===== src/hw/rtl/pffl_pkg.sv =====
`default_nettype none
package pffl_pkg;

	localparam int FRAMES_DEF  = 1024;
	localparam int MAX_RUN_DEF = 64;
	localparam int FRAME_W     = 10;
	localparam int CNT_W       = 7;

	localparam logic CMD_ALLOC = 1'b0;
	localparam logic CMD_FREE  = 1'b1;

	typedef enum logic [1:0] {
		STAT_GRANT   = 2'd0,
		STAT_DONE    = 2'd1,
		STAT_REFUSED = 2'd2
	} status_t;

	typedef struct packed {
		status_t             status;
		logic [FRAME_W-1:0]  frame;
		logic                last;
	} res_t;

	typedef enum logic [3:0] {
		ST_INIT = 4'b0001,
		ST_IDLE = 4'b0010,
		ST_RD   = 4'b0100,
		ST_WB   = 4'b1000
	} state_t;

endpackage
`default_nettype wire


===== src/hw/rtl/pffl_out_stage.sv =====
`default_nettype none
module pffl_out_stage (
	input  logic                          clk,
	input  logic                          arst_n,
	input  logic                          load,
	input  pffl_pkg::res_t                res,
	output logic                          room,
	output logic                          out_valid,
	input  logic                          out_ready,
	output logic [1:0]                    status,
	output logic [pffl_pkg::FRAME_W-1:0]  granted_frame,
	output logic                          last
);
	import pffl_pkg::*;

	logic valid_q;
	res_t res_q;

	assign room = !valid_q || out_ready;

	always_ff @(posedge clk or negedge arst_n) begin
		if (!arst_n) begin
			valid_q <= 1'b0;
		end else if (load) begin
			valid_q <= 1'b1;
		end else if (out_ready) begin
			valid_q <= 1'b0;
		end
	end

	always_ff @(posedge clk) begin
		if (load) begin
			res_q <= res;
		end
	end

	assign out_valid     = valid_q;
	assign status        = res_q.status;
	assign granted_frame = res_q.frame;
	assign last          = res_q.last;

endmodule
`default_nettype wire


===== config.mk =====
export PLATFORM = sky130hd
export DESIGN_NAME = pffl_out_stage
export DESIGN_NICKNAME = d
export VERILOG_FILES = /design/src/hw/rtl/pffl_pkg.sv /design/src/hw/rtl/pffl_out_stage.sv
export SDC_FILE = /design/constraint.sdc
export NUM_CORES = 1
export LEC_CHECK = 0
export ABC_AREA = 1
export ABC_CLOCK_PERIOD_IN_PS = 1600
export CAP_MARGIN = 20
export CORE_AREA = 3 3 40 42
export DETAILED_ROUTE_END_ITERATION = 8
export DIE_AREA = 0 0 43 45
export DONT_BUFFER_PORTS = 1
export REMOVE_ABC_BUFFERS = 1
export SLEW_MARGIN = 40
export SYNTH_ARGS = -nofsm -noshare
export SYNTH_HDL_FRONTEND = slang
export SYNTH_SLANG_ARGS = --single-unit

===== constraint.sdc =====
create_clock -name clk -period 1.6 [get_ports clk]
set_clock_uncertainty 0.1 [all_clocks]
set_input_delay 0.16 -clock clk [delete_from_list [all_inputs] [get_ports clk]]
set_output_delay 0.16 -clock clk [all_outputs]
set_load 0.1 [all_outputs]

After elaboration in Yosys (flattened, before gate mapping). Cells that the tools add are included.

Logic and storage cells: 9. Memories kept: 0. Input bits: 17. Memory bits (writable): 0. Flip-flop bits (word level): 14. Bits in latches: 0. Memory bits (read-only): 0.

Mux-type cells: 2. Order comparisons: 0. Divide/modulo/power cells: 0. Eq/ne operators: 0. Bitwise gates (word level): 0. Add/subtract/negate cells: 0. Shifts and indexed selects: 0. $mul: 0. Reductions and logical operators: 3.

Operator list (count): $mux 1 (2); $reduce_bool 2->1 (1); $logic_not 1->1 (1); $logic_or 1x1->1 (1).

Logic depth before layout (Yosys ltp). Gate-level depths: netlist (run 1).

Depth after elaboration: 2. Depth in mapped cells: 3.

Worst setup path before layout (run 1). OpenSTA, ideal clock, no wires.

Path kind: register to register. Start: register, netlist name out_valid. End: register valid_q (netlist: out_valid). Arrival: 1619 ps. Buffers on the path: 0. Stages on the path, launching flop included: 3. Clock period less this slack: 1796 ps. Data required time: 1423 ps. Library setup time: 77 ps. Path slack: -196 ps. Cells stage by stage: dfrtp_1 nand2_2 nand2_2.

RTL lines: end signal, assigned (line pffl_out_stage.sv:23) `valid_q <= 1'b0;`; end signal, assigned (line pffl_out_stage.sv:25) `valid_q <= 1'b1;`; end signal, assigned (line pffl_out_stage.sv:27) `valid_q <= 1'b0;`; end, declared (line pffl_out_stage.sv:16) `logic valid_q;`.

Worst setup path after layout (run 1).
Start: register valid_q (netlist: out_valid). End: output port room.

Longest elaborated chain between the ends: 2.

RTL lines: $logic_not 1->1 (line pffl_out_stage.sv:19) `assign room = !valid_q || out_ready;`; $logic_or 1x1->1 (line pffl_out_stage.sv:19); end, declared (line pffl_out_stage.sv:7) `output logic room,`.

Every way passes these cells.

==> results of run 1 <==
-- cell families (layout without fill, tap and decap cells) --
group / after synthesis / count (layout) / share of synthesized area (%)
buffers and inverters: 2 / 38 / 1.72
flip-flops: 14 / 14 / 95.4
AND/OR/NAND/NOR: 2 / 2 / 2.87
-- critical path, stage by stage, from the launching register on --
cell and delay, ns:
dfrtp_1 0.40, nand2_2 0.08, buf_4 0.28
-- layout make-up --
cell class                 count  share of cell area [%]
clock buffer                   4                    3.45
tap                           15                    2.47
inverter                       2                   0.987
sequential                    14                    54.6
timing repair buffer          32                    36.8
multi-input combinational      2                    1.64
-- state kept, by name (all words and copies together), names as in the netlist --
signal / count
granted_frame: 10
status: 2
out_valid: 1
last: 1
-- stage by stage --
| step | setup slack, ns | total power [W] | hold slack (ns) | util [%] | cells |
|---|---|---|---|---|---|
| CTS | 0.292 | 0.000955 | 0.0343 | 59.2 | 69 |
| global route | 0.256 | 0.000984 | 0.0465 | 59.2 | 69 |
| global placement | 0.618 | 0.000719 | -0.236 | 44.7 | 49 |
| floorplan | -0.196 | 0.000671 | -0.236 | - | 18 |
| detailed placement | 0.597 | 0.000720 | -0.236 | 44.7 | 49 |
| finish | 0.301 | 0.000948 | 0.0353 | 59.2 | 69 |
-- cell usage in the layout, fill, tap and decap left out, drive strengths merged --
cell type / count
inv: 2
dfrtp: 1
clkbuf: 4
buf: 16
dlygate4sd3: 16
nand2: 2
edfxtp: 13
-- worst paths after layout --
path	start	to	slack (ns)
min reg2reg	out_valid	out_valid	0.53
max reg2reg	out_valid	out_valid	0.78
min in group asynchronous	arst_n	out_valid	0.52
max	out_valid	room	0.30
max in group asynchronous	arst_n	out_valid	0.78
min	out_ready	out_valid	0.04
-- synth_stat cells --
| master | n | area [um^2] |
|---|---|---|
| dfrtp_1 | 1 | 25.0 |
| edfxtp_1 | 13 | 390 |
| inv_1 | 2 | 7.51 |
| nand2_2 | 2 | 12.5 |
-- power breakdown --
part | switching, W | internal (W)
logic | 0.000242 | 0.0000657
registers | 0.00000848 | 0.000431
clock network | 0.000104 | 0.0000964
-- routing by layer --
layer	wire, um	share of wire (%)	global-route usage (%)
met5	0	0	0
met4	0	0	5.42
met3	97	11	3.59
met2	534	61	21.3
met1	248	28	7.81
-- what timing repair did --
action	in CTS	in global routing
hold buffers	16	0
endpoints found under the hold margin	28	0
setup endpoints to repair	0	0
buffers inserted	0	0
==> Implementation_results.wiki, run 1 <==
{| class="wikitable"
! Metric !! Value
|-
| Outcome || completed
|-
| Wire length of the first global-routing pass || 1350 um
|-
| Max rail drop VDD || 0.610 mV
|-
| Reg clk slew, reported paths || 0.08 ns
|-
| Leakage Power || 0.313 nW
|-
| Number of clock sinks seen by CTS || 14
|-
| Number of cell instances on the worst register-to-register path || 3
|-
| Initial standard-cell utilization of the core || 33.9%
|-
| Slew headroom || 62.0%
|-
| Area of the placeable core || 1280 um^2
|-
| Placed standard-cell area || 574 um^2
|-
| Transition time of the tightest slew-check pin || 0.568 ns
|-
| Total inserted antenna cells || 0
|-
| Core Rows || 13
|-
| Height of the die || 45 um
|-
| Total global routing overflow || 0
|-
| Area enclosed by the die boundary || 1940 um^2
|-
| Clock buffer count from CTS || 3
|-
| Ports || 32
|-
| Crit end category || output pin
|-
| Routability congestion estimate || 0.651
|-
| Clock insertion delay at the later pin of the skew report || 0.27 ns
|-
| Register bit count reported by yosys || 14
|-
| Worst-case clock buffer depth || 2
|-
| Time the worst path needs with I/O delays and setup || 1.30 ns
|-
| Number of failing setup endpoints in the final timing report || 0
|-
| Setup tns final || 0 ns
|-
| Unique masters post-synth || 4
|-
| Starting DRT DRC Count || 1
|-
| Min-Delay Path Class || in -> reg
|-
| Post-Synthesis Mean Instance Area || 24.2 um^2
|-
| Resized Gates After CTS || 0
|-
| Final max-slew violation count || 0
|-
| Count of max-cap constraint violations || 0
|-
| RSZ-0062 raised after global routing || false
|-
| Fraction of final layout cells sized beyond drive strength 1 || 38.9%
|-
| Number of remaining DRC errors || 0
|-
| Count of synthesis-stage warnings from yosys || 0
|-
| Data required time at the worst endpoint || 1.34 ns
|-
| Top achievable clock speed || 770 MHz
|-
| Number of global-route vias before repair || 324
|-
| Clock root buffer || clkbuf_4
|-
| Port-buffer cells || 0
|-
| Via density || 4.19
|-
| Kind of start point of the critical path || flop
|-
| Part of the Yosys area used for sequential elements || 95.4%
|-
| Fillcell total || 107
|-
| Number of nets still failing antenna checks after routing || 0
|-
| 1st-pass router iterations || 3
|-
| Vias || 289
|-
| Cells on Worst Hold Path || 4
|-
| TritonCTS clock tree || yes
|-
| Post-Synthesis Cells || 18
|-
| Worst Setup Path Type || reg -> out
|-
| Cell area power density || 1250 nW/um^2
|-
| Initial antenna violation count || 0
|-
| Area taken by multi-input logic gates || 12.5 um^2
|-
| Layout Area Growth over Synthesis || 74.7%
|-
| Maximum number of pins on one net before global-route repair || 15
|-
| Combined area of all synthesized cells || 435 um^2
|-
| Layout Cell Area excl Fill || 761 um^2
|-
| Total routing usage reported by global routing || 10.2%
|-
| Highest fanout seen on the critical path || 2
|-
| Wire length per cell after detailed routing || 12.8 um
|-
| Post-Route WL || 880 um
|-
| Share of the clock period used by the worst path || 81.2%
|-
| Flip-flop and latch area || 415 um^2
|-
| Hold violation count in the final report || 0
|-
| Data arrival time of the critical path || 1.04 ns
|-
| Die extent in x || 43 um
|-
| Maximum level of the CTS H-tree || 1
|-
| Post-layout net count || 72
|}
No activity file was read; power rests on OpenSTA's default activity.
==> inputs of run 2 (changes only) <==
ABC_CLOCK_PERIOD_IN_PS = 1070   (was 1600)
clock period = 1.07 ns   (was 1.6 ns; I/O delays follow)
==> run 2 against run 1 <==
The run now ends with hold timing, setup timing left. Setup slack got worse by 0.38 ns. Sequential share of layout area fell by 11 points. Clock-buffer cell count did not move. Cell count did not move. Sequential power rose by 55%. Power rose by 70%. Wire length rose by 5.5%. Via count rose by 0.69%. Worst hold slack got worse by 0.20 ns. Critical path depth did not move. Clock power rose by 85%.
==> Implementation_results.wiki, run 2 (same netlist as run 1, synthesis figures left out) <==
{| class="wikitable"
! Metric !! Value
|-
| Outcome || complete, but fails checks
|-
| Violations in the final reports || hold timing, setup timing
|-
| Area enclosed by the die boundary || 1940 um^2
|-
| Worst hold slack || -0.164 ns
|-
| Highest fanout seen on the critical path || 2
|-
| Post-layout net count || 72
|-
| Data required time at the worst endpoint || 0.86 ns
|-
| Maximum number of pins on one net before global-route repair || 15
|-
| Kind of start point of the critical path || flop
|-
| Starting DRT DRC Count || 2
|-
| Highest-count cells in the layout ignoring fill and taps || dlygate4sd3_1, buf_12, edfxtp_1
|-
| Area of the placeable core || 1280 um^2
|-
| Count of max-cap constraint violations || 0
|-
| Leading cell type in the layout, fill and taps excluded || dlygate4sd3_1
|-
| Total routing usage reported by global routing || 10.9%
|-
| Number of flip-flops in the largest register || 10
|-
| TritonCTS clock tree || yes
|-
| Max rail drop VDD || 1.06 mV
|-
| Initial antenna violation count || 0
|-
| Routability congestion estimate || 0.666
|-
| Core Rows || 13
|-
| Worst-case clock buffer depth || 2
|-
| Clock buffer count from CTS || 3
|-
| Number of global-route vias before repair || 315
|-
| Layout Cell Area excl Fill || 946 um^2
|-
| Worst Setup Path Type || reg -> out
|-
| Total global routing overflow || 0
|-
| Die extent in x || 43 um
|-
| Fraction of final layout cells sized beyond drive strength 1 || 40.7%
|-
| Total inserted antenna cells || 0
|-
| Ports || 32
|-
| Final Instance Count excl. Fillers || 69
|-
| Final max-slew violation count || 0
|-
| RSZ-0062 raised after global routing || true
|-
| Slew headroom || 81.6%
|-
| Minimum setup slack in the final design || -0.0789 ns
|-
| Port-buffer cells || 0
|-
| Hold violation count in the final report || 13
|-
| Clock insertion delay at the later pin of the skew report || 0.27 ns
|-
| Min-Delay Path Class || in -> reg
|-
| Crit end category || output pin
|-
| Number of remaining DRC errors || 0
|-
| Number of nets still failing antenna checks after routing || 0
|-
| Time the worst path needs with I/O delays and setup || 1.15 ns
|-
| Placed standard-cell area || 742 um^2
|-
| Transition time of the tightest slew-check pin || 0.279 ns
|-
| Data arrival time of the critical path || 0.94 ns
|-
| Vias || 291
|-
| Via density || 4.22
|-
| Reg clk slew, reported paths || 0.09 ns
|-
| Number of failing setup endpoints in the final timing report || 15
|-
| Wire length per cell after detailed routing || 13.4 um
|-
| Wire length of the first global-routing pass || 1390 um
|-
| Share of the clock period used by the worst path || 107%
|-
| Maximum level of the CTS H-tree || 1
|-
| Top achievable clock speed || 870 MHz
|-
| Placement-stage worst setup slack || 0.196 ns
|-
| Layout Area Growth over Synthesis || 117%
|-
| Leakage Power || 0.384 nW
|-
| 1st-pass router iterations || 2
|-
| Number of clock sinks seen by CTS || 14
|-
| Count of placed standard cells including taps || 48
|-
| Initial standard-cell utilization of the core || 33.9%
|-
| Clock root buffer || clkbuf_4
|-
| Post-cts hold buffer count || 16
|-
| Post-Route WL || 928 um
|-
| Cell area power density || 1700 nW/um^2
|-
| Height of the die || 45 um
|}
-- run 2: final timing paths --
path | startpoint | endpoint | slack (ns) | cells after the start
min in group asynchronous | arst_n | out_valid | 0.47 | 2
worst min-delay path | load | status[0] | -0.16 | 0
max in group asynchronous | arst_n | out_valid | 0.29 | 2
worst max register to register | out_valid | out_valid | 0.24 | 3
worst min register to register | out_valid | out_valid | 0.55 | 3
worst max-delay path | out_valid | room | -0.08 | 2
-- run 2: final cells by class --
type | instances | area, um^2
repair buffers | 32 | 455
well taps | 15 | 18.8
clock buffers | 4 | 36.3
fillers | 87 | 339
multi-input cells | 2 | 12.5
flip-flops and latches | 14 | 415
inverters | 2 | 7.51
-- run 2: repair_timing --
action                     CTS  global route
pin swaps                    1             0
setup endpoints to repair   15            15
buffers inserted             1             0
hold endpoints to repair    28            13
resized for setup            0             0
-- run 2: routing by layer --
layer | vias to the layer above | part of all wire, % | global-route usage [%]
met5 | - | 0 | 0
met4 | 0 | 0 | 5.42
met3 | 0 | 9.2 | 4.38
met2 | 20 | 60 | 22.8
met1 | 132 | 31 | 8.07
li1 | 139 | - | -
-- run 2: worst max-delay path, stage by stage (launching register included) --
cell     delay [ns]
dfrtp_1        0.40
nand2_2        0.09
buf_12         0.18
-- run 2: report_power, final --
group / internal [W] / total, W / switching, W
combinational: 0.000201 / 0.000555 / 0.000354
sequential: 0.000648 / 0.000681 / 0.0000335
clock: 0.000207 / 0.000371 / 0.000165
total: 0.00106 / 0.00161 / 0.000553
-- run 2: through the flow --
step	util, %	TNS [ns]	hold WS, ns	total power [W]
global placement	57.7	0	-0.289	0.00120
detailed placement	57.7	0	-0.289	0.00120
finish	73.6	-0.431	-0.164	0.00161
floorplan	-	-1.92	-0.289	0.00100
global route	73.6	-1.06	-0.189	0.00167
CTS	73.6	-0.591	-0.169	0.00162
==> inputs of run 3 (changes only) <==
==> constraint.sdc (replaced) <==
create_clock -name clk -period 1.07 [get_ports clk]
set_clock_uncertainty 0.1 [all_clocks]
set_input_delay 0.0535 -clock clk [delete_from_list [all_inputs] [get_ports clk]]
set_output_delay 0.0535 -clock clk [all_outputs]
set_load 0.1 [all_outputs]
==> run 3 against run 2 <==
The flow still finishes with violations (hold timing, setup timing). Fmax increased by 4.9%. Non-clock buffer count increased by 1. First-iteration DRC count unchanged. Sequential power about the same. Clock-buffer cell count unchanged. Critical path type unchanged. Largest cell class unchanged. Highest routed layer unchanged.
==> Implementation_results.wiki, run 3 (same netlist as run 1, synthesis figures left out) <==
{| class="wikitable"
! Metric !! Value
|-
| Area enclosed by the die boundary || 1940 um^2
|-
| Die extent in x || 43 um
|-
| Leading cell type in the layout, fill and taps excluded || dlygate4sd3_1
|-
| Part of the total power dissipated in the clock network || 23.0%
|-
| Data arrival time of the critical path || 0.94 ns
|-
| Highest fanout seen on the critical path || 2
|-
| Final max-slew violation count || 0
|-
| Buf/Inv on CP || 1
|-
| 1st-pass router iterations || 2
|-
| Violations in the final reports || hold timing, setup timing
|-
| Wire length per cell after detailed routing || 13.2 um
|-
| Number of global-route vias before repair || 316
|-
| Total power draw || 0.00161 W
|-
| Proportion of total power due to net switching || 34.3%
|-
| Initial standard-cell utilization of the core || 33.9%
|-
| Reg clk slew, reported paths || 0.09 ns
|-
| Initial antenna violation count || 0
|-
| Sequential fraction of design power || 42.3%
|-
| Core Rows || 13
|-
| Outcome || complete, but fails checks
|-
| Levels on crit path || 2
|-
| Starting DRT DRC Count || 2
|-
| Number of nets still failing antenna checks after routing || 0
|-
| Post-Route WL || 926 um
|-
| Fraction of final layout cells sized beyond drive strength 1 || 40.0%
|-
| Layout Area Growth over Synthesis || 120%
|-
| Total routing usage reported by global routing || 10.8%
|-
| Routability congestion estimate || 0.666
|-
| Highest-count cells in the layout ignoring fill and taps || dlygate4sd3_1, buf_12, edfxtp_1
|-
| Vias || 296
|-
| Post-cts hold buffer count || 17
|-
| Worst hold slack || -0.218 ns
|-
| Worst-case clock buffer depth || 2
|-
| Worst setup slack for register-to-register paths || 0.24 ns
|-
| Cell type of the slowest stage on the worst timing path || dfrtp_1
|-
| Clock buffer count from CTS || 3
|-
| Worst Setup EP || room
|-
| Crit end category || output pin
|-
| Max rail drop VDD || 1.05 mV
|-
| Via density || 4.23
|-
| Clock root buffer || clkbuf_4
|-
| Placement-stage worst setup slack || 0.249 ns
|-
| Number of remaining DRC errors || 0
|-
| Time the worst path needs with I/O delays and setup || 1.10 ns
|-
| Maximum number of pins on one net before global-route repair || 15
|-
| Number of flip-flops in the largest register || 10
|-
| NetSw || 0.000553 W
|-
| Number of cell instances on the worst register-to-register path || 3
|-
| Ports || 32
|-
| Min-Delay Path Class || in -> reg
|-
| Worst r2r src || out_valid
|-
| Worst setup path startpoint || out_valid
|-
| Clock insertion delay at the later pin of the skew report || 0.27 ns
|-
| Number of clock sinks seen by CTS || 14
|-
| Kind of start point of the critical path || flop
|-
| Minimum setup slack in the final design || -0.0251 ns
|-
| Area of the placeable core || 1280 um^2
|-
| Cells along the critical path || nand2_2 > buf_12
|-
| Longest individual stage delay on the worst path || 0.40 ns
|-
| Int Power || 0.00106 W
|-
| Worst Setup Path Type || reg -> out
|-
| Total global routing overflow || 0
|-
| Hold violation count in the final report || 13
|-
| RSZ-0062 raised after global routing || true
|-
| Slew headroom || 81.6%
|-
| Transition time of the tightest slew-check pin || 0.279 ns
|-
| TritonCTS clock tree || yes
|-
| Height of the die || 45 um
|-
| Total inserted antenna cells || 0
|-
| Resized Gates After CTS || 0
|-
| Endpoint of the lowest-slack register-to-register path || out_valid
|-
| Leakage Power || 0.388 nW
|-
| Cell area power density || 1680 nW/um^2
|-
| Port-buffer cells || 0
|-
| Wire length of the first global-routing pass || 1380 um
|-
| Combinational power share || 34.7%
|-
| Data required time at the worst endpoint || 0.92 ns
|-
| Delay-heaviest family, CP || flip-flops
|-
| Maximum level of the CTS H-tree || 1
|-
| Share of the clock period used by the worst path || 102%
|-
| Count of max-cap constraint violations || 0
|-
| Top achievable clock speed || 913 MHz
|-
| Number of failing setup endpoints in the final timing report || 2
|-
| Post-layout net count || 73
|}
==> run 3: changes by cell type in the layout (fill, tap and decap cells not counted), sizes merged <==
cell | before | now
dlygate4sd3 | 16 | 17
==> run 3: worst min path at each step <==
stage | start | endpoint | slack [ns] | cells past startpoint
global placement | arst_n | out_valid | -0.34 | 0
finish | load | granted_frame[3] | -0.22 | 0
floorplan | arst_n | out_valid | -0.34 | 0
CTS | load | status[0] | -0.22 | 0
global route | load | status[0] | -0.24 | 0
detailed placement | arst_n | out_valid | -0.34 | 0
==> run 3: timing repair <==
action | in CTS | in global routing
setup buffers | 1 | 0
endpoints found under the hold margin | 28 | 13
setup endpoints to repair | 3 | 12
pin swaps | 1 | 0
==> run 3: layout make-up <==
class                   count  area [um^2]
clock buffers               4         36.3
fillers                    86          329
inverters                   2         7.51
multi-input cells           2         12.5
flip-flops and latches     14          415
well taps                  15         18.8
repair buffers             33          465
==> run 3: layer usage <==
| layer | track usage (%) | vias up | part of all wire (%) |
|---|---|---|---|
| met5 | 0 | - | 0 |
| met4 | 5.42 | 0 | 0 |
| met3 | 4.38 | 0 | 10 |
| met2 | 23.1 | 23 | 60 |
| met1 | 7.55 | 132 | 30 |
| li1 | - | 141 | - |
==> run 3: power by group through the flow <==
stage | clock (W) | sequential, W | combinational, W
floorplan | 0 | 0.000977 | 0.0000255
global placement | 0 | 0.000693 | 0.000508
detailed placement | 0 | 0.000694 | 0.000508
CTS | 0.000378 | 0.000682 | 0.000561
global route | 0.000419 | 0.000685 | 0.000568
finish | 0.000371 | 0.000681 | 0.000558
==> run 3: through the flow <==
stage               utilization, %  TNS [ns]  hold WS [ns]  cell area (um^2)  instances
detailed placement            57.7         0        -0.342               742         48
global route                  74.4    -0.268        -0.243               956         70
CTS                           74.4   -0.0884        -0.223               956         70
global placement              57.7         0        -0.342               742         48
finish                        74.4   -0.0476        -0.218               956         70
floorplan                        -     -1.29        -0.342               435         18
